`src/rtl/rfc_pkg.sv`:
```
// ----------------------------------------------------------------------------
// rfc_pkg
// Shared types and constants for the range fold block: data widths, pipeline
// depth, register codes and the records that travel down the pipeline.
// ----------------------------------------------------------------------------
package rfc_pkg;

  localparam int DATA_W    = 32;
  localparam int DIV_STEPS = DATA_W;          // one quotient bit per stage
  localparam int REM_W     = DATA_W + 1;      // remainder is below 2*width
  localparam int MAG_W     = DATA_W + 1;      // count magnitude before clamping
  localparam int LATENCY   = DIV_STEPS + 4;   // accepting edge to result edge
  localparam int CFG_IDX_W = 1;

  localparam logic [MAG_W-1:0]  MAG_POS_LIMIT = MAG_W'(32'h7fff_ffff);
  localparam logic [MAG_W-1:0]  MAG_NEG_LIMIT = MAG_W'(32'h8000_0000);
  localparam logic [DATA_W-1:0] CNT_MAX       = 32'h7fff_ffff;
  localparam logic [DATA_W-1:0] CNT_MIN       = 32'h8000_0000;

  typedef enum logic [CFG_IDX_W-1:0] {
    REG_BOUND_FIRST  = 1'b0,
    REG_BOUND_SECOND = 1'b1
  } cfg_reg_t;

  typedef enum logic [1:0] {
    MODE_ZERO   = 2'd0,
    MODE_INSIDE = 2'd1,
    MODE_BELOW  = 2'd2,
    MODE_ABOVE  = 2'd3
  } mode_t;

  // ordered interval edges
  typedef struct packed {
    logic [DATA_W-1:0] lo;
    logic [DATA_W-1:0] hi;
  } bounds_t;

  // per-item context carried alongside the divider
  typedef struct packed {
    mode_t             mode;
    logic [DATA_W-1:0] base;
    logic [DATA_W-1:0] w;
  } item_t;

  // partial remainder and the shared dividend/quotient shift word
  typedef struct packed {
    logic [REM_W-1:0]  rem;
    logic [DATA_W-1:0] dq;
  } div_t;

endpackage

```
`src/rtl/rfc_div_step.sv`:
```
// ----------------------------------------------------------------------------
// rfc_div_step
// One restoring division step: brings in the next dividend bit, subtracts the
// period (twice the interval width) where it fits, shifts in the quotient bit.
// ----------------------------------------------------------------------------
module rfc_div_step
  import rfc_pkg::*;
(
  input  logic  clk,
  input  logic  rst_n,
  input  logic  valid_in,
  input  item_t item_in,
  input  div_t  div_in,
  output logic  valid_out,
  output item_t item_out,
  output div_t  div_out
);

  logic              valid_r;
  item_t             item_r;
  div_t              div_r, div_nxt;

  logic [REM_W:0] trial;
  logic [REM_W:0] period;
  logic           fits;
  logic [REM_W:0] diff;

  assign trial  = {div_in.rem, div_in.dq[DATA_W-1]};
  assign period = {1'b0, item_in.w, 1'b0};
  assign fits   = (trial >= period);
  assign diff   = trial - period;

  always_comb begin
    div_nxt.rem = fits ? diff[REM_W-1:0] : trial[REM_W-1:0];
    div_nxt.dq  = {div_in.dq[DATA_W-2:0], fits};
  end

  always_ff @(posedge clk) begin
    if (!rst_n) begin
      valid_r <= 1'b0;
    end else begin
      valid_r <= valid_in;
    end
  end

  always_ff @(posedge clk) begin
    item_r <= item_in;
    div_r  <= div_nxt;
  end

  assign valid_out = valid_r;
  assign item_out  = item_r;
  assign div_out   = div_r;

endmodule

```
`config.mk`:
```
export PLATFORM = sky130hd
export DESIGN_NAME = rfc_div_step
export DESIGN_NICKNAME = d
export VERILOG_FILES = /design/src/rtl/rfc_pkg.sv /design/src/rtl/rfc_div_step.sv
export SDC_FILE = /design/constraint.sdc
export NUM_CORES = 1
export LEC_CHECK = 0
export BUFFER_PORTS_ARGS = -buffer_cell sky130_fd_sc_hd__clkbuf_2
export CORE_ASPECT_RATIO = 0.75
export CORE_MARGIN = 4
export CORE_UTILIZATION = 38
export DETAILED_ROUTE_END_ITERATION = 10
export PLACE_DENSITY = 0.67
export SETUP_SLACK_MARGIN = 0.15
export SKIP_CTS_REPAIR_TIMING = 1
export SLEW_MARGIN = 0
export SYNTH_ARGS = -nofsm -noshare
export SYNTH_HDL_FRONTEND = slang
export SYNTH_SLANG_ARGS = --single-unit
```
`constraint.sdc`:
```
create_clock -name clk -period 3.1 [get_ports clk]
set_input_delay 0.31 -clock clk [delete_from_list [all_inputs] [get_ports clk]]
set_output_delay 0.31 -clock clk [all_outputs]
set_load 0.05 [all_outputs]
```
Word-level counts from Yosys, hierarchy flattened
Cells that the tools add are included.
Word-level totals
  output and inout port bits: 132
  word-level logic and storage cells: 9
  register bits: 132
Operators by class
  multiplexer cells: 1
  $lt $le $gt $ge: 1
  $add $sub $neg: 1
Operators with widths (number)
  $ge 34x33->1: 1
  $mux 33: 1
  $sub 33x33->33: 1

Longest topological paths before layout
  depth after elaboration: 2
  mapped depth: 13
  gate-level depth less buffers: 11

Least setup slack after synthesis
OpenSTA, ideal clock, no wires.
  path type: input-to-reg
  from: in item_in[20] (netlist bit)
  to: reg div_r, in the netlist div_out[50]
  path slack: 425 ps
  path buffers: 2
  stages on the path: 12
  arrival: 2554 ps
  required time: 2979 ps
  library setup time: 121 ps
  cell sequence: inv_1 > ha_1 > buf_2 > nand4_1 > or4_4 > nor4bb_1 > a211o_1 > a2111oi_2 > a21o_1 > inv_2 > buf_6 > mux2_2
RTL lines
  from (decl): line rfc_div_step.sv:12  | input item_t item_in,
  to (signal assigned): line rfc_div_step.sv:48  | div_r <= div_nxt;
  to (decl): line rfc_div_step.sv:21  | div_t div_r, div_nxt;

==> reports/qor.yml <==
final_layout:
  fillers: 1017
  fin_area_um2: 7690
  num_antenna_cells: 0
  syn_to_final_growth_pct: 57.5
  drive_gt1_share_pct: 39.5
  final_nets: 1000
  utilization_pct: 61.8
die:
  io_pins: 266
  die_area_um2: 14700
  initial_utilization_pct: 39.2
  rows: 35
  die_w_um: 139
  die_h_um: 106
  core_area_um2: 12400
logic_synthesis:
  ys.flop_type: "dfxtp_1"
  synth_top_area_cell: "dfxtp_1"
  yosysMostFrequentCell: "dfxtp_1"
  yosys.area_share.xor_xnor_pct: 4.67
  yosysWarnings: 0
  synth.area.top_cells: "dfxtp_1 54%, ha_1 8.2%, a21oi_1 3.8%"
  netlist_area_um2: 4880
  yosysSeqAreaShare_pct: 54.1
  synth.area.mux_share_pct: 1.85
  synth_top_family_by_area: "compound AO/OA/AOI/OAI gates"
  synth-compound-area-share_pct: 15.1
  synth_fp_nets: 647
  synth_common_cells: "132 x dfxtp_1, 48 x nand2_1, 40 x inv_1"
  synth_top_area_share_pct: 54.1
  synth_edf_count: 0
  synthCells: 480
  synth-simple-area-share_pct: 10.9
  ys_types: 52
  synth-seq-cells: 132
  synthAdderAreaFrac_pct: 8.61
  ys_async_sr_fraction_pct: 0
  syn_area_per_cell_um2: 10.2
critical_path:
  worst-setup-path-type: "input port to flop"
  required_ps: 3390
  worst_setup_path_start_kind: "input port"
  crit_fanout: 15
  crit_path_end_kind: "flop"
  arrival_ps: 3130
  startpoint: "item_in[29]"
  cp-endpoint: "div_out[39]"
detailed_routing:
  routed_wl_mm: 16.3
  route.antenna.remaining_nets: 0
  vias: 4696
  viasPerCell: 4.64
  wl_per_cell_um: 16.1
  drt-initial-drc-count: 199
  drc: 0
  first_pass_iters: 4
cts:
  cts-buffers-inserted: 17
  clockBufferDepth: 2
  cts.sinks: 132
  cts-root-buf: "clkbuf_16"
  clkTransAtPathRegs_ps: 60
  cts_tree: "yes"
  h-tree-depth: 4
grt:
  overflow: 0
  grt_pass1_vias: 4519
  grt_max_degree: 27
  grt_pass1_wl_mm: 23.6
  grt_usage_pct: 20.0
  antenna_found_initial: 0
power:
  combPwrFrac_pct: 27.3
  p_leak_uw: 0.00392
  powerDensity_nw_per_um2: 686
  p_int_uw: 3440
  clkPwrFrac_pct: 36.5
  swShare_pct: 34.7
  p_seq_share_pct: 36.2
  ir_worst_vdd_v: 0.000428
  power.switching_uw: 1830
sta:
  setup_violations: 0
  final-max-slew-violation-count: 0
  layout_worst_path_cycle_share_pct: 91.7
  fmax_ghz: 0.352
  slew_headroom_pct: 69.2
  holdWs_ps: 7.15
  setup_slack_ps: 258
  finalSetupTns_ps: 0
  rsz0062_at_grt: "false"
  min_period_ps: 2840
  tightest_slew_ps: 460
  finalHoldViolCount: 0
placement:
  pre_cts_slack_ps: 32.6
  gp_congestion: 0.848
  portBuffers: 265
  placed_area_um2: 6520
  hpwl_mm: 12.3
worst_hold_path:
  hold_path_class: "input port to flop"
run:
  cap_violations: 0
status:
  status: "finished clean"
worst min-delay path by stage:
stage / cells past startpoint / to / start / slack (ps)
3_5_place_dp: 1 / item_out[54] / item_in[54] / 410
2_1_floorplan: 0 / div_out[10] / div_in[9] / 340
6_report: 1 / div_out[9] / div_in[8] / 7
5_1_grt: 1 / item_out[43] / item_in[43] / -10
4_1_cts: 1 / div_out[21] / div_in[20] / -20
3_3_place_gp: 1 / div_out[2] / div_in[1] / 410
logic make-up after synthesis:
kind of cell / after synthesis
multiplexers: 8
flip-flops: 132
adder cells (fa/ha/maj): 33
buffers and inverters: 55
XOR/XNOR: 26
AO/OA/AOI/OAI: 120
AND/OR/NAND/NOR: 106
layout by cell type (no fill, tap or decap), types with 6 or more instances in the layout:
cell type,netlist,routed
xnor2_1,12,12
clkbuf_16,0,17
nor2_1,13,13
clkbuf_2,2,265
dfxtp_1,132,132
nand2b_1,6,6
nand2_1,48,48
inv_1,40,40
nand3_1,6,6
a21oi_1,37,37
buf_4,0,22
o21ai_1,7,7
o21ai_0,32,32
dlygate4sd3_1,0,60
a21o_1,8,8
mux2_2,7,7
ha_1,32,32
xor2_1,14,14
final cells by class:
class                      instances  area, µm²  area share (%)
sequential                       132       2640            34.4
timing repair buffer             348       2110            27.5
multi-input combinational        293       2010            26.1
clock buffer                      19        443            5.76
tap                              166        208            2.70
inverter                          41        154            2.00
clock inverter                    13        124            1.61
routing by layer:
metal | global-route usage [%] | wire length, µm
met1 | 24.0 | 6800
met2 | 33.4 | 8020
met3 | 6.88 | 1110
met4 | 7.05 | 376
met5 | 0 | 0
worst max-delay path, cell delays in order:
cell           delay [ps]
dlygate4sd3_1         520
clkbuf_2              110
inv_1                  40
ha_1                  360
and2_1                200
nor4bb_1              130
a211o_1               290
a2111oi_2             370
a21o_1                260
buf_4                 190
buf_4                 200
o21ai_0               130
power groups by stage:
stage	logic, µW	registers, µW	clock network, µW
after global routing	1540	1920	2050
after floorplan	396	2520	0
final	1440	1910	1930
after global placement	1360	1940	0
after detailed placement	1370	1940	0
after CTS	1380	1910	1960
flip-flops by register name, summed over array words and instances (netlist names):
signal,count
div_out,65
item_out,66
valid_out,1
per-stage QoR:
stage          power (µW)  std cells
6_report             5270       1012
5_1_grt              5500       1012
4_1_cts              5240        952
3_5_place_dp         3320        920
3_3_place_gp         3300        920
2_1_floorplan        2920        480
Note: power is estimated with default switching activity, not from simulation.
