==> config.mk <==
export PLATFORM = sky130hd
export DESIGN_NAME = rfc_post
export DESIGN_NICKNAME = d
export VERILOG_FILES = /design/src/rtl/rfc_pkg.sv /design/src/rtl/rfc_post.sv
export SDC_FILE = /design/constraint.sdc
export NUM_CORES = 1
export LEC_CHECK = 0
export BUFFER_PORTS_ARGS = -buffer_cell sky130_fd_sc_hd__buf_2
export CAP_MARGIN = 15
export CORE_MARGIN = 2
export CORE_UTILIZATION = 35
export DETAILED_ROUTE_END_ITERATION = 8
export PLACE_DENSITY_LB_ADDON = 0.15
export RECOVER_POWER = 25
export SYNTH_ARGS = -nofsm -noshare
export SYNTH_HDL_FRONTEND = slang
export SYNTH_SLANG_ARGS = --single-unit
==> constraint.sdc <==
create_clock -name clk -period 9.6 [get_ports clk]
set_clock_uncertainty 0.05 [all_clocks]
set_input_delay 1.92 -clock clk [delete_from_list [all_inputs] [get_ports clk]]
set_output_delay 1.92 -clock clk [all_outputs]
set_load 0.05 [all_outputs]
==> src/rtl/rfc_pkg.sv <==
// ----------------------------------------------------------------------------
// rfc_pkg
// Shared types and constants for the range fold block: data widths, pipeline
// depth, register codes and the records that travel down the pipeline.
// ----------------------------------------------------------------------------
package rfc_pkg;

  localparam int DATA_W    = 32;
  localparam int DIV_STEPS = DATA_W;          // one quotient bit per stage
  localparam int REM_W     = DATA_W + 1;      // remainder is below 2*width
  localparam int MAG_W     = DATA_W + 1;      // count magnitude before clamping
  localparam int LATENCY   = DIV_STEPS + 4;   // accepting edge to result edge
  localparam int CFG_IDX_W = 1;

  localparam logic [MAG_W-1:0]  MAG_POS_LIMIT = MAG_W'(32'h7fff_ffff);
  localparam logic [MAG_W-1:0]  MAG_NEG_LIMIT = MAG_W'(32'h8000_0000);
  localparam logic [DATA_W-1:0] CNT_MAX       = 32'h7fff_ffff;
  localparam logic [DATA_W-1:0] CNT_MIN       = 32'h8000_0000;

  typedef enum logic [CFG_IDX_W-1:0] {
    REG_BOUND_FIRST  = 1'b0,
    REG_BOUND_SECOND = 1'b1
  } cfg_reg_t;

  typedef enum logic [1:0] {
    MODE_ZERO   = 2'd0,
    MODE_INSIDE = 2'd1,
    MODE_BELOW  = 2'd2,
    MODE_ABOVE  = 2'd3
  } mode_t;

  // ordered interval edges
  typedef struct packed {
    logic [DATA_W-1:0] lo;
    logic [DATA_W-1:0] hi;
  } bounds_t;

  // per-item context carried alongside the divider
  typedef struct packed {
    mode_t             mode;
    logic [DATA_W-1:0] base;
    logic [DATA_W-1:0] w;
  } item_t;

  // partial remainder and the shared dividend/quotient shift word
  typedef struct packed {
    logic [REM_W-1:0]  rem;
    logic [DATA_W-1:0] dq;
  } div_t;

endpackage

==> src/rtl/rfc_post.sv <==
// ----------------------------------------------------------------------------
// rfc_post
// Two closing stages: pick the mirror offset and the count magnitude from the
// quotient and remainder, then add the offset and clamp the signed count.
// ----------------------------------------------------------------------------
module rfc_post
  import rfc_pkg::*;
(
  input  logic              clk,
  input  logic              rst_n,
  input  logic              valid_in,
  input  item_t             item_in,
  input  div_t              div_in,
  output logic              out_valid,
  output logic [DATA_W-1:0] out_folded_value,
  output logic [DATA_W-1:0] out_fold_count
);

  logic [REM_W-1:0] w_ext, per_ext, r;
  logic [REM_W-1:0] per_minus_r, w_minus_r, r_minus_w;
  logic [MAG_W-1:0] q2;
  logic             r_zero, r_le_w, r_lt_w;

  logic              p1_valid_r;
  logic [DATA_W-1:0] p1_base_r;
  logic [DATA_W-1:0] p1_ofs_r, p1_ofs_nxt;
  logic [MAG_W-1:0]  p1_mag_r, p1_mag_nxt;
  logic              p1_neg_r, p1_neg_nxt;

  logic              out_valid_r;
  logic [DATA_W-1:0] out_value_r, out_value_nxt;
  logic [DATA_W-1:0] out_count_r, out_count_nxt;

  assign r           = div_in.rem;
  assign w_ext       = {1'b0, item_in.w};
  assign per_ext     = {item_in.w, 1'b0};
  assign per_minus_r = per_ext - r;
  assign w_minus_r   = w_ext - r;
  assign r_minus_w   = r - w_ext;
  assign q2          = {div_in.dq, 1'b0};
  assign r_zero      = (r == '0);
  assign r_le_w      = (r <= w_ext);
  assign r_lt_w      = (r < w_ext);

  always_comb begin
    p1_ofs_nxt = '0;
    p1_mag_nxt = '0;
    p1_neg_nxt = 1'b0;
    case (item_in.mode)
      MODE_BELOW: begin
        p1_neg_nxt = 1'b1;
        if (r_zero) begin
          // lands exactly on the lower edge after whole periods
          p1_mag_nxt = q2;
        end else if (r_le_w) begin
          p1_ofs_nxt = r[DATA_W-1:0];
          p1_mag_nxt = q2 + MAG_W'(1);
        end else begin
          p1_ofs_nxt = per_minus_r[DATA_W-1:0];
          p1_mag_nxt = q2 + MAG_W'(2);
        end
      end
      MODE_ABOVE: begin
        if (r_lt_w) begin
          p1_ofs_nxt = w_minus_r[DATA_W-1:0];
          p1_mag_nxt = q2 + MAG_W'(1);
        end else begin
          p1_ofs_nxt = r_minus_w[DATA_W-1:0];
          p1_mag_nxt = q2 + MAG_W'(2);
        end
      end
      default: begin
        p1_ofs_nxt = '0;
      end
    endcase
  end

  always_ff @(posedge clk) begin
    if (!rst_n) begin
      p1_valid_r <= 1'b0;
    end else begin
      p1_valid_r <= valid_in;
    end
  end

  always_ff @(posedge clk) begin
    p1_base_r <= item_in.base;
    p1_ofs_r  <= p1_ofs_nxt;
    p1_mag_r  <= p1_mag_nxt;
    p1_neg_r  <= p1_neg_nxt;
  end

  always_comb begin
    out_value_nxt = p1_base_r + p1_ofs_r;
    if (p1_neg_r) begin
      out_count_nxt = (p1_mag_r > MAG_NEG_LIMIT) ? CNT_MIN : '0 - p1_mag_r[DATA_W-1:0];
    end else begin
      out_count_nxt = (p1_mag_r > MAG_POS_LIMIT) ? CNT_MAX : p1_mag_r[DATA_W-1:0];
    end
  end

  always_ff @(posedge clk) begin
    if (!rst_n) begin
      out_valid_r <= 1'b0;
    end else begin
      out_valid_r <= p1_valid_r;
    end
  end

  always_ff @(posedge clk) begin
    out_value_r <= out_value_nxt;
    out_count_r <= out_count_nxt;
  end

  assign out_valid        = out_valid_r;
  assign out_folded_value = out_value_r;
  assign out_fold_count   = out_count_r;

endmodule

# After elaboration in Yosys (flattened, before gate mapping)
# Cells that the tools add are included.
totals:
  reg_bits: 164
  input_bits: 134
  out_inout_bits: 65
op_classes:
  eq_ne: 2
  reduce_logical: 1
  n_addsub: 7
  mux: 12
  n_lt_le_gt_ge: 4
op_table:
  columns: ["cell", "count"]
  rows:
  - ["$mux W32", 6]
  - ["$mux W33", 3]
  - ["$sub A32 B32 Y32", 3]
  - ["$pmux W33 S2", 1]
  - ["$pmux W32 S2", 1]
  - ["$add A33 B1 Y33 const B", 1]
  - ["$add A33 B2 Y33 const B", 1]
  - ["$gt A33 B31 Y1 const B", 1]
  - ["$gt A33 B32 Y1 const B", 1]
  - ["$le A33 B32 Y1", 1]
  - ["$logic_not A33 Y1", 1]
  - ["$lt A33 B32 Y1", 1]
  - ["$add A32 B32 Y32", 1]
  - ["$sub A1 B32 Y32 const A", 1]
  - ["$eq A2 B2 Y1 const B", 2]
  - ["$mux W1", 1]

# Longest topological paths before layout
logic_depth:
  word_depth: 4
  depth_mapped: 16
  depth_no_buf: 14

# Worst setup path before layout
# OpenSTA, ideal clock, no wires.
synth_timing:
  path_kind: "input to register"
  start: "input port item_in[27] (netlist bit)"
  end: "register p1_ofs_r[2]"
  setup_ns: 0.134
  t_required_ns: 9.416
  path_slack_ns: 4.697
  t_arrival_ns: 4.719
  stages: 13
  path_cell_list: "inv_1 > ha_1 > clkbuf_1 > a21oi_1 > nand4b_1 > a311oi_1 > nand2_1 > o31ai_1 > clkbuf_1 > buf_1 > mux2i_1 > xor2_1 > o22ai_1"
synth_via:
  elab_chain_len: 4
  elab_cells_between_ends: 6
  cone_classes: "order compare: 2; mux: 4"
synth_rtl:
  columns: ["item", "line", "text"]
  rows:
  - ["from (decl)", "rfc_post.sv:12", "input item_t item_in,"]
  - ["$le A33 B32 Y1", "rfc_post.sv:42", "assign r_le_w = (r <= w_ext);"]
  - ["$mux W32", "rfc_post.sv:55", "end else if (r_le_w) begin"]
  - ["$mux W32", "rfc_post.sv:52", "if (r_zero) begin"]
  - ["$pmux W32 S2 *", "rfc_post.sv:49", "case (item_in.mode)"]
  - ["net p1_ofs_nxt[2]", "rfc_post.sv:26", "logic [DATA_W-1:0] p1_ofs_r, p1_ofs_nxt;"]
  - ["to (signal assigned)", "rfc_post.sv:88", "p1_ofs_r <= p1_ofs_nxt;"]
  - ["to (decl)", "rfc_post.sv:26", null]
# The timed path passes the listed nets; every way through them passes the cells marked *.
# A chain may end at the register's enable or synchronous reset.

# Worst setup path in the final report
layout_timing:
  start: "input port item_in[27] (netlist bit)"
  end: "register p1_ofs_r[31]"
layout_via:
  elab_chain_len: 4
  elab_cells_between_ends: 9
  cone_classes: "add/sub: 3; order compare: 2; mux: 4"
layout_rtl:
  columns: ["item", "line"]
  rows:
  - ["$sub A32 B32 Y32 / $le A33 B32 Y1 (equally long branches)", "rfc_post.sv:37, rfc_post.sv:42"]
  - ["$mux W32", "rfc_post.sv:55"]
  - ["$mux W32", "rfc_post.sv:52"]
  - ["$pmux W32 S2 *", "rfc_post.sv:49"]
  - ["net p1_ofs_nxt[31]", "rfc_post.sv:26"]
# Marked as above.

==> reports/metrics.cfg <==
[power]
peakVddDrop_mv = 0.0925
leakage_nw = 6.58
power_density_nw_per_um2 = 183
total_power_mw = 2.62

[placement]
dp_hpwl_um = 33400
numPortBuffers = 198
gp_congestion = 0.937
dpl-instance-area_um2 = 13700

[cells_and_area]
drive_above_1_share = 0.146
filler_cell_count = 3630
area_growth_pct = 15.9
fin_nets = 1986
fin_area_um2 = 14300

[timing]
fmax_ghz = 0.186
hold_ws_ps = 383
timing.slew.headroom = 0.305
rsz0062_at_grt = no
finalHoldViolCount = 0
final-setup-viol-count = 0
finalSetupTns_ps = 0
drv_slew = 0
layout_min_cycle_time_ps = 5370
period_share = 0.559
tightest_slew_ps = 1040

[drt]
ant_nets = 0
drtIter0Drc = 835
vias_per_cell = 5.52
post_drt_wl_per_cell_um = 18.6
wl_um = 40900
drtPass1Iterations = 5
vias = 12100
drc_errors = 0

[hold_path]
hold_class = flop to flop

[floorplanning]
initial_utilization = 0.356
num_io_pins = 199
fp.dieW_um = 192
rows = 68
die_y_um = 192
coreArea_um2 = 34600
fp.dieArea_um2 = 36800

[global_route]
grt_use_total = 0.220
grt_pass1_wl_um = 63000
grt_pass1_vias = 11400
met2_usage = 0.369
grt_overflow = 0
grtUsageMet1 = 0.299
gr-max-usage-layer = met2
met3_usage = 0.0210
grt_max_degree = 40
antenna_found_initial = 2

[synth]
synth_compound_area_frac = 0.286
avgSynthCellArea_um2 = 7.92
synth_edf_count = 0
synth_adder_area_share = 0.135
syn_area_um2 = 12300
synth_top_cell_area_share = 0.266
async_flop_share = 0
synth_mux_area_frac = 0.0123
ys_types = 73
synth_top_family_by_area = compound AO/OA/AOI/OAI gates
synth_fp_nets = 1823
yosys.area.top_type = dfxtp_1
ys_seq_area_frac = 0.266
synth-xor-area-share = 0.0625
synth_simple_gate_area_frac = 0.181
synthCells = 1558
synth_seq_cells = 164
synth_common_cells = dfxtp_1, a21oi_1, ha_1
ys.flop_type = dfxtp_1
synth.most_common_cell = dfxtp_1
yosys_warnings = 0
synthTopCellsByArea = dfxtp_1, ha_1, a21oi_1, xnor2_1, o21ai_0

[clocking]
hold_buffers = 0
clock_sinks = 164
htree_levels = 4
clk_latency_ps = 440
cts_buffers = 17
cts_buffer_depth = 2
cts.repair.resized = 0
cts_setup_buffers = 0
root_buffer = clkbuf_16
cts.clk_slew.worst_paths_ps = 60
cts_tree = yes

[job]
cap_violations = 0

[status]
status = completed

[setup_path]
path_class = input pin to flop
cp-end-kind = flop
worstPathArrival_ps = 5630
worstSetupStartpointType = input pin
cp_max_fo = 36
required_ps = 9870

## stage by stage
step,cells,utilization,setup WS (ps)
2_1_floorplan,1558,-,4700
3_3_place_gp,2157,0.396,3980
3_5_place_dp,2157,0.396,3860
4_1_cts,2189,0.413,4300
5_1_grt,2190,0.413,4040
6_report,2191,0.413,4230
## worst paths after layout
check	end	start	cells past startpoint	slack (ps)
min reg2reg	out_valid$_SDFF_PN0_	p1_valid_r$_SDFF_PN0_	1	380
min	out_valid$_SDFF_PN0_	p1_valid_r$_SDFF_PN0_	1	380
max	p1_ofs_r[31]$_DFF_P_	item_in[27]	15	4230
max reg2reg	out_fold_count[5]$_DFF_P_	p1_mag_r[15]$_DFF_P_	10	5520
## worst max-delay path, cell delays in order
cell,delay [ps]
buf_2,120
inv_1,60
ha_1,410
a21oi_1,310
nand4b_1,140
a311oi_1,480
o21ai_0,380
o31a_1,250
buf_4,250
nand2_1,80
buf_4,370
nor2_1,130
mux2_2,290
o211a_1,120
or3_1,330
## where the power goes
part | internal (mW) | switching (mW) | leakage (nW)
Clock | 0.411 | 0.266 | 0.288
Sequential | 0.796 | 0.0500 | 1.38
Combinational | 0.352 | 0.745 | 4.92
## kinds of logic after synthesis
logic type               count (synthesis)
AO/OA/AOI/OAI                          539
XOR/XNOR                                88
adder cells (fa/ha/maj)                131
buffers and inverters                  180
flip-flops                             164
multiplexers                            15
AND/OR/NAND/NOR                        441
## cell usage in the layout (no fill, tap or decap), types with 13 or more instances in the layout
cell,synthesis,layout
o21ai_0,105,104
and3_1,19,19
o31ai_1,22,21
and2_1,15,15
xnor2_1,61,61
dfxtp_1,164,164
buf_2,0,189
nor2_1,92,92
o311ai_1,18,18
nand2_1,118,118
o22ai_1,23,23
a21o_1,65,65
nand3_1,43,43
nand4_1,30,30
nor4_1,13,13
clkbuf_1,53,13
a211oi_1,23,23
xor2_1,27,27
nor3_1,23,23
o211ai_1,18,18
nand2b_1,20,20
inv_1,117,117
ha_1,127,127
o21a_1,19,19
a21oi_1,130,130
o21bai_1,19,19
a31oi_1,20,20
clkbuf_16,0,17
mux2i_1,14,14
or3_1,20,20
## cell type report
type	instances	area (um^2)	share of cell area
Clock inverter	7	95.1	0.00665
Multi-Input combinational cell	1214	8360	0.585
Sequential cell	164	3280	0.230
Antenna cell	2	5.00	0.000350
Inverter	117	439	0.0307
Clock buffer	25	495	0.0347
Timing Repair Buffer	207	1050	0.0733
Tap cell	455	569	0.0398
## layer usage
metal / up-vias / part of all wire / wire (um)
met5: - / 0 / 0
met4: 0 / 0.020 / 808
met3: 42 / 0.054 / 2210
met2: 407 / 0.47 / 19000
met1: 5625 / 0.46 / 18800
li1: 6031 / - / -
## flip-flops by register name, summed over array words and instances, names as in the netlist
register / flops
p1_mag_r: 33
out_fold_count: 32
out_folded_value: 32
p1_base_r: 32
p1_ofs_r: 32
out_valid: 1
p1_neg_r: 1
p1_valid_r: 1
Power figures use the tool's default switching activity.
