[src/rtl/rfc_pkg.sv]
// ----------------------------------------------------------------------------
// rfc_pkg
// Shared types and constants for the range fold block: data widths, pipeline
// depth, register codes and the records that travel down the pipeline.
// ----------------------------------------------------------------------------
package rfc_pkg;

  localparam int DATA_W    = 32;
  localparam int DIV_STEPS = DATA_W;          // one quotient bit per stage
  localparam int REM_W     = DATA_W + 1;      // remainder is below 2*width
  localparam int MAG_W     = DATA_W + 1;      // count magnitude before clamping
  localparam int LATENCY   = DIV_STEPS + 4;   // accepting edge to result edge
  localparam int CFG_IDX_W = 1;

  localparam logic [MAG_W-1:0]  MAG_POS_LIMIT = MAG_W'(32'h7fff_ffff);
  localparam logic [MAG_W-1:0]  MAG_NEG_LIMIT = MAG_W'(32'h8000_0000);
  localparam logic [DATA_W-1:0] CNT_MAX       = 32'h7fff_ffff;
  localparam logic [DATA_W-1:0] CNT_MIN       = 32'h8000_0000;

  typedef enum logic [CFG_IDX_W-1:0] {
    REG_BOUND_FIRST  = 1'b0,
    REG_BOUND_SECOND = 1'b1
  } cfg_reg_t;

  typedef enum logic [1:0] {
    MODE_ZERO   = 2'd0,
    MODE_INSIDE = 2'd1,
    MODE_BELOW  = 2'd2,
    MODE_ABOVE  = 2'd3
  } mode_t;

  // ordered interval edges
  typedef struct packed {
    logic [DATA_W-1:0] lo;
    logic [DATA_W-1:0] hi;
  } bounds_t;

  // per-item context carried alongside the divider
  typedef struct packed {
    mode_t             mode;
    logic [DATA_W-1:0] base;
    logic [DATA_W-1:0] w;
  } item_t;

  // partial remainder and the shared dividend/quotient shift word
  typedef struct packed {
    logic [REM_W-1:0]  rem;
    logic [DATA_W-1:0] dq;
  } div_t;

endpackage

[src/rtl/rfc_cfg_regs.sv]
// ----------------------------------------------------------------------------
// rfc_cfg_regs
// Bound registers written over the configuration channel, presented as an
// ordered lower and upper edge.
// ----------------------------------------------------------------------------
module rfc_cfg_regs
  import rfc_pkg::*;
(
  input  logic                 clk,
  input  logic                 rst_n,
  input  logic                 cfg_valid,
  output logic                 cfg_ready,
  input  logic [CFG_IDX_W-1:0] cfg_index,
  input  logic [DATA_W-1:0]    cfg_data,
  output bounds_t              bounds
);

  logic [DATA_W-1:0] bound_first_r, bound_first_nxt;
  logic [DATA_W-1:0] bound_second_r, bound_second_nxt;

  assign cfg_ready = 1'b1;

  always_comb begin
    bound_first_nxt  = bound_first_r;
    bound_second_nxt = bound_second_r;
    if (cfg_valid) begin
      unique case (cfg_reg_t'(cfg_index))
        REG_BOUND_FIRST:  bound_first_nxt  = cfg_data;
        REG_BOUND_SECOND: bound_second_nxt = cfg_data;
      endcase
    end
  end

  always_ff @(posedge clk) begin
    if (!rst_n) begin
      bound_first_r  <= '0;
      bound_second_r <= '0;
    end else begin
      bound_first_r  <= bound_first_nxt;
      bound_second_r <= bound_second_nxt;
    end
  end

  always_comb begin
    if ($signed(bound_first_r) <= $signed(bound_second_r)) begin
      bounds.lo = bound_first_r;
      bounds.hi = bound_second_r;
    end else begin
      bounds.lo = bound_second_r;
      bounds.hi = bound_first_r;
    end
  end

endmodule

[config.mk]
export PLATFORM = sky130hd
export DESIGN_NAME = rfc_cfg_regs
export DESIGN_NICKNAME = d
export VERILOG_FILES = /design/src/rtl/rfc_pkg.sv /design/src/rtl/rfc_cfg_regs.sv
export SDC_FILE = /design/constraint.sdc
export NUM_CORES = 1
export LEC_CHECK = 0
export BUFFER_PORTS_ARGS = -buffer_cell sky130_fd_sc_hd__buf_2
export CAP_MARGIN = 20
export CORE_MARGIN = 2
export CORE_UTILIZATION = 30
export CTS_CLUSTER_DIAMETER = 50
export DETAILED_ROUTE_END_ITERATION = 7
export PLACE_DENSITY = 0.61
export RECOVER_POWER = 25
export SYNTH_ARGS = -nofsm -noshare
export SYNTH_HDL_FRONTEND = slang
export SYNTH_SLANG_ARGS = --single-unit
[constraint.sdc]
create_clock -name clk -period 4.7 [get_ports clk]
set_input_delay 1.41 -clock clk [delete_from_list [all_inputs] [get_ports clk]]
set_output_delay 1.41 -clock clk [all_outputs]
set_load 0.05 [all_outputs]
# [Yosys cells after proc, flatten, opt, wreduce, memory -nomap -nowiden]
# Index checks and enable logic that the tools add are counted.
[totals] word_cells=7 in_bits=36 register_bits=64
[op_classes] reduce_logical=2 n_bitwise=1 order_cmp=1 muxes=1
[ops] op="$mux 64" count=1
[ops] op="$le 32x32->1" count=1
[ops] op="$reduce_and 2->1" count=2
[ops] op="$not 1->1" count=1

# [Longest topological paths before layout]
# Gate-level depths: netlist of the first run.
[depth] ltp_word=2 ltp_mapped=12 ltp_nobuf=9

# [Worst setup path after synthesis of the first run]
# OpenSTA, ideal clock, no wires.
[synth_timing] path_type="register -> output" start="register bound_second_r[9]" end="output port bounds[53] (netlist name)" stages_incl_launch_ff=12 arrival_time_ns=2.463 t_required_ns=3.290 path_slack_ns=0.827 cell_sequence="dfxtp_1 -> inv_1 -> ha_1 -> a21o_1 -> a21oi_1 -> o221ai_1 -> a221oi_2 -> o21ai_2 -> buf_4 -> buf_2 -> a41oi_1 -> o311a_1"
[synth_lines] item="start: declaration" line_no="rfc_cfg_regs.sv:19" rtl="logic [DATA_W-1:0] bound_second_r, bound_second_nxt;"
[synth_lines] item="start signal: assignment" line_no="rfc_cfg_regs.sv:40" rtl="bound_second_r <= bound_second_nxt;"
[synth_lines] item="end: declaration" line_no="rfc_cfg_regs.sv:15" rtl="output bounds_t bounds"

==> load_flow_metrics.sql, run 1 <==
INSERT INTO impl_metrics (metric_group, metric, value, unit) VALUES
('job', 'max_cap_viols', '2', ''),
('clocking', 'tritoncts.num_buffers', '9', ''),
('pwr', 'clockPowerShare', '20.5', '%'),
('cells_and_area', 'postLayoutCellArea', '6210', 'um^2'),
('route', 'm1WireLength', '8260', 'um'),
('global_route', 'number_of_global_route_vias_before_repair', '5065', ''),
('logic_synthesis', 'synth_fp_nets', '793', ''),
('logic_synthesis', 'yosysWarnings', '0', ''),
('critical_path', 'worstPathRequired', '3.29', 'ns'),
('logic_synthesis', 'synth_largest_area_cell', 'sky130_fd_sc_hd__dfxtp_1', ''),
('global_route', 'track_usage', '18.9', '%'),
('timing', 'worst-slew-pin-transition', '2.17', 'ns'),
('route', 'wl_per_cell', '17.0', 'um'),
('route', 'dr_wl_met3', '1040', 'um'),
('timing', 'report.final.hold_viol_count', '0', ''),
('clocking', 'clock_tree.htree_level_count', '3', ''),
('route', 'detail-route-antenna-nets', '0', ''),
('global_route', 'grt_antenna_before_repair', '1', ''),
('route', 'drt-initial-drc-count', '343', ''),
('critical_path', 'worstSetupPathType', 'flip-flop to primary output', ''),
('clocking', 'clk_transition_reported_paths', '0.05', 'ns'),
('critical_path', 'startpoint_type', 'flip-flop', ''),
('cells_and_area', 'layout_commonest_cell', 'sky130_fd_sc_hd__nand2_1', ''),
('critical_path', 'critical_path.cell_chain', 'inv_1, ha_1, a21oi_1, o21a_1, o221ai_1, a221oi_2, o21ai_4, buf_12, a41oi_1, o311a_1, clkbuf_4', ''),
('clocking', 'cts_num_sinks', '64', ''),
('status', 'violations', 'max-capacitance violations, max-slew violations', ''),
('pwr', 'sequentialPowerShare', '19.6', '%'),
('timing', 'slew_violations', '66', ''),
('clocking', 'tritoncts_clock_tree', 'yes', ''),
('pwr', 'peak_supply_drop', '0.000280', 'V'),
('pwr', 'sw_frac_of_total', '51.2', '%'),
('critical_path', 'worst_setup_path_end_kind', 'primary output', ''),
('floorplan', 'die_height', '136', 'um'),
('clocking', 'clk_latency', '0.34', 'ns'),
('timing', 'postLayoutSetupSlackWorst', '0.243', 'ns'),
('critical_path', 'worst-path-buf-inv', '3', ''),
('pwr', 'net-switching-power', '1.60', 'mW'),
('route', 'vias_per_cell', '5.54', ''),
('logic_synthesis', 'yosys_most_used_dff', 'sky130_fd_sc_hd__dfxtp_1', ''),
('pwr', 'power.leakage', '2.50', 'nW'),
('critical_path', 'timing.critical_path.slowest_cell_delay', '0.44', 'ns'),
('timing', 'final.setup_skew', '0', 'ns'),
('global_route', 'grt_max_degree', '75', ''),
('timing', 'timing.setup.tns', '0', 'ns'),
('timing', 'timing.fmax', '224', 'MHz'),
('worst_hold_path', 'holdCritPathClass', 'flip-flop to flip-flop', ''),
('timing', 'min_clock_period_post_route', '4.46', 'ns'),
('logic_synthesis', 'syn_area_per_cell', '7.25', 'um^2'),
('cells_and_area', 'postLayoutCoreUtil', '36.0', '%'),
('placed_design', 'preCtsSetupSlack', '0.323', 'ns'),
('route', 'drcViolationCount', '0', ''),
('critical_path', 'critical-path-slowest-cell', 'sky130_fd_sc_hd__dfxtp_1', ''),
('logic_synthesis', 'yosys-top-cells-area', 'sky130_fd_sc_hd__dfxtp_1 (24%), sky130_fd_sc_hd__nand2_1 (14%), sky130_fd_sc_hd__a21boi_0 (9.1%)', ''),
('global_route', 'global_route_wire_length_before_repair', '27400', 'um'),
('placed_design', 'routabilityCongestion', '0.764', ''),
('timing', 'grt_setup_unrepaired', 'no', ''),
('critical_path', 'critical_path.max_fanout', '48', ''),
('logic_synthesis', 'synth.ff_latch_count', '64', ''),
('critical_path', 'cpLargestDelayFamily', 'compound AO/OA/AOI/OAI gates', ''),
('logic_synthesis', 'synth_edf_count', '0', ''),
('logic_synthesis', 'seq_area_frac_synth', '24.4', '%'),
('cells_and_area', 'final_layout_size_suffix_gt1_share', '22.2', '%'),
('route', 'wl', '17300', 'um'),
('status', 'outcome', 'finished, violations left', ''),
('floorplan', 'die_width', '136', 'um'),
('cells_and_area', 'layout-area-overhead-vs-synth', '18.2', '%'),
('clocking', 'postCtsSetupRepairBufs', '0', ''),
('logic_synthesis', 'synth.cell_area', '5260', 'um^2'),
('pwr', 'power_density', '503', 'nW/um^2'),
('floorplan', 'row_count', '48', ''),
('timing', 'slew-limit-headroom', '-44.9', '%');
## registers in the layout, summed over array words and instances (netlist names)
name and flops:
bound_first_r 32, bound_second_r 32
## worst register-to-register path, stage by stage, from the launching register on
cell                       delay, ns
sky130_fd_sc_hd__dfxtp_1        0.48
sky130_fd_sc_hd__nand2_1        0.09
sky130_fd_sc_hd__a21boi_0       0.20
## routing by layer
metal | vias to the layer above | track usage (%)
met4 | 0 | 7.87
met3 | 24 | 2.91
met1 | 2643 | 26.4
met5 | - | 0
li1 | 2773 | -
met2 | 177 | 28.8
## final cells by class
| class | instances | area (um^2) |
|---|---|---|
| diodes | 1 | 2.50 |
| clock buffers | 13 | 270 |
| clock inverters | 3 | 15.0 |
| fillers | 1845 | 11000 |
| inverters | 55 | 206 |
| multi-input cells | 537 | 3490 |
| flip-flops and latches | 64 | 1280 |
| well taps | 225 | 282 |
| repair buffers | 116 | 663 |
## through the flow
stage / hold slack (ns) / cells / total power, mW
after floorplan: 0.482 / 725 / 2.08
after global placement: 0.505 / 997 / 2.47
after detailed placement: 0.508 / 997 / 2.47
after CTS: 0.516 / 1013 / 3.13
after global routing: 0.538 / 1013 / 3.28
final: 0.516 / 1014 / 3.13
## cells in the mapped netlist, types with 4 or more instances
library cell	number
sky130_fd_sc_hd__a21boi_0	64
sky130_fd_sc_hd__a21oi_1	13
sky130_fd_sc_hd__a41oi_1	33
sky130_fd_sc_hd__buf_2	28
sky130_fd_sc_hd__clkbuf_1	36
sky130_fd_sc_hd__dfxtp_1	64
sky130_fd_sc_hd__ha_1	32
sky130_fd_sc_hd__inv_1	53
sky130_fd_sc_hd__nand2_1	198
sky130_fd_sc_hd__nand3_1	4
sky130_fd_sc_hd__nand4_1	6
sky130_fd_sc_hd__nor2_1	33
sky130_fd_sc_hd__o221a_2	31
sky130_fd_sc_hd__o22ai_1	64
sky130_fd_sc_hd__o311a_1	32
## power groups by stage
stage / sequential, mW / clock, mW / combinational, mW
final: 0.612 / 0.641 / 1.87
after global routing: 0.617 / 0.681 / 1.99
after CTS: 0.611 / 0.659 / 1.86
after detailed placement: 0.623 / 0 / 1.85
after global placement: 0.623 / 0 / 1.84
after floorplan: 0.609 / 0 / 1.47
## final timing paths
kind	startpoint	endpoint	slack [ns]	depth (start not counted)
worst max register to register	bound_first_r[31]$_SDFFE_PN0P_	bound_first_r[31]$_SDFFE_PN0P_	3.86	2
worst min register to register	bound_second_r[17]$_SDFFE_PN0P_	bound_second_r[17]$_SDFFE_PN0P_	0.52	2
worst min-delay path	bound_second_r[17]$_SDFFE_PN0P_	bound_second_r[17]$_SDFFE_PN0P_	0.52	2
worst max-delay path	bound_second_r[5]$_SDFFE_PN0P_	bounds[62]	0.24	11
## logic make-up after synthesis
| kind of cell | count (synthesis) | share of synthesized area (%) |
|---|---|---|
| AOI/OAI and AO/OA | 251 | 38.5 |
| adders and majority gates | 32 | 7.62 |
| buffers and inverters | 124 | 9.74 |
| DFF | 64 | 24.4 |
| other | 1 | 0.0714 |
| and+or+nand+nor | 253 | 19.7 |
## repair_timing
| item | in CTS | in global routing |
|---|---|---|
| endpoints found under the setup margin | 23 | 37 |
| pin swaps | 0 | 1 |
| cloned | 0 | 0 |
| endpoints found under the hold margin | 0 | 0 |
| gates resized for setup | 1 | 8 |
No activity file was read; power rests on OpenSTA's default activity.
==> run 2: changes to the inputs <==
Settings changed: CELL_PAD_IN_SITES_DETAIL_PLACEMENT set to 0, CELL_PAD_IN_SITES_GLOBAL_PLACEMENT set to 1, PLACE_DENSITY 0.61 to 0.75.
==> load_flow_metrics.sql, run 2 (synthesis gave the netlist of run 1 again) <==
INSERT INTO impl_metrics (metric_group, metric, value, unit) VALUES
('timing', 'timing.final.setup_violations', '0', ''),
('status', 'violations', 'max-capacitance violations, max-slew violations', ''),
('critical_path', 'worstSetupStartpoint', 'bound_second_r[31]$_SDFFE_PN0P_', ''),
('critical_path', 'rrSetupSlack', '3.87', 'ns'),
('clocking', 'clk_latency', '0.34', 'ns'),
('global_route', 'number_of_global_route_vias_before_repair', '4888', ''),
('critical_path', 'startpoint_type', 'flip-flop', ''),
('pwr', 'power.leakage', '2.52', 'nW'),
('clocking', 'cts_num_sinks', '64', ''),
('status', 'outcome', 'finished, violations left', ''),
('floorplan', 'die_height', '136', 'um'),
('global_route', 'grt_antenna_before_repair', '0', ''),
('timing', 'timing.final.crit_share', '96.8', '%'),
('clocking', 'clk_transition_reported_paths', '0.06', 'ns'),
('clocking', 'clockRootBuffer', 'sky130_fd_sc_hd__clkbuf_16', ''),
('critical_path', 'timing.critical_path.slowest_cell_delay', '0.40', 'ns'),
('route', 'detail-route-antenna-nets', '0', ''),
('critical_path', 'critical-path-slowest-cell', 'sky130_fd_sc_hd__dfxtp_1', ''),
('placed_design', 'number_of_port_buffers', '99', ''),
('job', 'max_cap_viols', '2', ''),
('global_route', 'global_route_wire_length_before_repair', '26400', 'um'),
('placed_design', 'place_hpwl', '11000', 'um'),
('timing', 'grt_setup_unrepaired', 'no', ''),
('route', 'detailroute.via_count', '5479', ''),
('global_route', 'global_route.overflow_total', '0', ''),
('critical_path', 'worst_setup_path_end_kind', 'primary output', ''),
('clocking', 'clock_tree.htree_level_count', '3', ''),
('critical_path', 'cpLargestDelayFamily', 'buffers and inverters', ''),
('clocking', 'cts_hold_repair.buffers', '0', ''),
('critical_path', 'most_numerous_cell_on_the_critical_path', 'sky130_fd_sc_hd__buf_4', ''),
('cells_and_area', 'final_net_count', '853', ''),
('critical_path', 'worstSetupEndpoint', 'bounds[43]', ''),
('route', 'drt-initial-drc-count', '349', ''),
('timing', 'report.final.hold_viol_count', '0', ''),
('route', 'detailedRoute.firstPassIterationCount', '5', ''),
('cells_and_area', 'largest_registers', 'bound_first_r: 32 flops, bound_second_r: 32 flops', ''),
('cells_and_area', 'layout-area-overhead-vs-synth', '19.4', '%'),
('clocking', 'tritoncts_clock_tree', 'yes', ''),
('critical_path', 'regToRegEndpoint', 'bound_first_r[30]$_SDFFE_PN0P_', ''),
('cells_and_area', 'mostFrequentLayoutCells', 'sky130_fd_sc_hd__nand2_1 (198), sky130_fd_sc_hd__buf_2 (81), sky130_fd_sc_hd__o22ai_1 (64), sky130_fd_sc_hd__a21boi_0 (64), sky130_fd_sc_hd__dfxtp_1 (62)', ''),
('global_route', 'track_usage', '18.2', '%'),
('route', 'wl_per_cell', '16.6', 'um'),
('critical_path', 'critical_path.cell_chain', 'inv_1, ha_1, buf_4, inv_2, a21oi_1, a211oi_2, and2_2, o21ai_4, buf_6, o21a_1, buf_4, o221a_2, clkbuf_4', ''),
('cells_and_area', 'layout_commonest_cell', 'sky130_fd_sc_hd__nand2_1', ''),
('route', 'vias_per_cell', '5.39', ''),
('floorplan', 'initial_core_utilization', '30.5', '%'),
('floorplan', 'fp.coreArea', '17200', 'um^2'),
('timing', 'timing.fmax', '220', 'MHz'),
('critical_path', 'worstPathRequired', '3.29', 'ns'),
('timing', 'slew_violations', '52', ''),
('critical_path', 'r2r_cells', '2', ''),
('route', 'drcViolationCount', '0', ''),
('timing', 'final.setup_skew', '0', 'ns'),
('timing', 'slew-limit-headroom', '-51.1', '%'),
('timing', 'min_clock_period_post_route', '4.55', 'ns'),
('critical_path', 'regToRegStartpoint', 'bound_first_r[30]$_SDFFE_PN0P_', ''),
('floorplan', 'die_width', '136', 'um'),
('timing', 'worst-slew-pin-transition', '2.27', 'ns'),
('critical_path', 'cp_num_cells', '13', ''),
('pwr', 'peak_supply_drop', '0.000241', 'V'),
('placed_design', 'place_inst', '999', ''),
('timing', 'postLayoutSetupSlackWorst', '0.152', 'ns'),
('placed_design', 'routabilityCongestion', '0.757', ''),
('cells_and_area', 'stdcell_count', '1016', ''),
('cells_and_area', 'fillerInstances', '1819', ''),
('critical_path', 'worst-path-buf-inv', '6', ''),
('floorplan', 'design.portCount', '101', ''),
('placed_design', 'preCtsSetupSlack', '0.381', 'ns'),
('worst_hold_path', 'holdCritPathClass', 'flip-flop to flip-flop', ''),
('clocking', 'cts-root-to-sink-buffers', '2', ''),
('route', 'wl', '16900', 'um'),
('floorplan', 'row_count', '48', ''),
('critical_path', 'cp_data_arrival_time', '3.14', 'ns'),
('timing', 'timing.setup.tns', '0', 'ns'),
('critical_path', 'critical_path.max_fanout', '20', ''),
('cells_and_area', 'final_layout_size_suffix_gt1_share', '22.4', '%'),
('clocking', 'tritoncts.num_buffers', '9', ''),
('critical_path', 'worstSetupPathType', 'flip-flop to primary output', ''),
('pwr', 'power_density', '508', 'nW/um^2'),
('global_route', 'grt_max_degree', '98', ''),
('floorplan', 'dieArea', '18600', 'um^2');
==> run 2: changes by cell type in the layout (fill, tap and decap cells not counted), moves of 2 or more <==
cell | previous run | this run
sky130_fd_sc_hd__nor3_1 | 3 | 1
sky130_fd_sc_hd__buf_2 | 96 | 81
sky130_fd_sc_hd__clkbuf_4 | 2 | 16
sky130_fd_sc_hd__nor3_2 | 0 | 2
sky130_fd_sc_hd__clkbuf_1 | 2 | 4
==> run 2: worst min path at each step <==
stage                                      endpoint  depth (start not counted)  slack, ns                            start
floorplan             bound_first_r[0]$_SDFFE_PN0P_                          2       0.48    bound_first_r[0]$_SDFFE_PN0P_
global placement      bound_first_r[0]$_SDFFE_PN0P_                          2       0.51    bound_first_r[0]$_SDFFE_PN0P_
detailed placement  bound_second_r[22]$_SDFFE_PN0P_                          2       0.51  bound_second_r[22]$_SDFFE_PN0P_
CTS                 bound_second_r[19]$_SDFFE_PN0P_                          2       0.52  bound_second_r[19]$_SDFFE_PN0P_
global route         bound_second_r[5]$_SDFFE_PN0P_                          2       0.54   bound_second_r[5]$_SDFFE_PN0P_
finish               bound_second_r[5]$_SDFFE_PN0P_                          2       0.52   bound_second_r[5]$_SDFFE_PN0P_
==> run 2: cell type report <==
cell class                      instances  area [um^2]  share of cell area (%)
Multi-Input combinational cell        537         3490                    55.6
Sequential cell                        64         1280                    20.5
Timing Repair Buffer                  118          711                    11.3
Tap cell                              225          282                    4.49
Clock buffer                           13          260                    4.15
Inverter                               55          206                    3.29
Clock inverter                          3         40.0                   0.638
Antenna cell                            1         2.50                  0.0399
==> run 2: tightest hold or removal path, cell delays in order, from the launching register on <==
cell and delay (ns):
sky130_fd_sc_hd__dfxtp_2 0.35, sky130_fd_sc_hd__nand2_1 0.06, sky130_fd_sc_hd__a21boi_0 0.06
==> run 2: timing repair <==
item	4_1_cts	5_1_grt
gates resized for setup	1	27
pin swaps	0	2
setup endpoints to repair	3	61
setup buffers	0	0
endpoints found under the hold margin	0	0
==> run 2: per-layer routing <==
layer	wire length [um]	up-vias	part of all wire [%]	global-route usage, %
met4	279	0	1.7	7.06
li1	-	2782	-	-
met5	0	-	0	0
met2	7490	138	44	28.2
met1	8160	2537	48	24.9
met3	966	22	5.7	3.43
==> run 2: stage by stage <==
stage | total power, mW | utilization (%) | hold WS [ns] | area [um^2]
floorplan | 2.08 | - | 0.482 | 5260
global placement | 2.46 | 34.2 | 0.506 | 5900
detailed placement | 2.47 | 34.2 | 0.512 | 5900
CTS | 3.17 | 36.0 | 0.520 | 6200
global route | 3.34 | 36.4 | 0.537 | 6270
finish | 3.19 | 36.4 | 0.516 | 6270
==> run 2: report_power, final <==
part           switching [mW]  internal (mW)  total (mW)
combinational            1.30          0.579        1.88
clock                   0.254          0.438       0.692
sequential             0.0417          0.568       0.610
total                    1.60           1.59        3.19
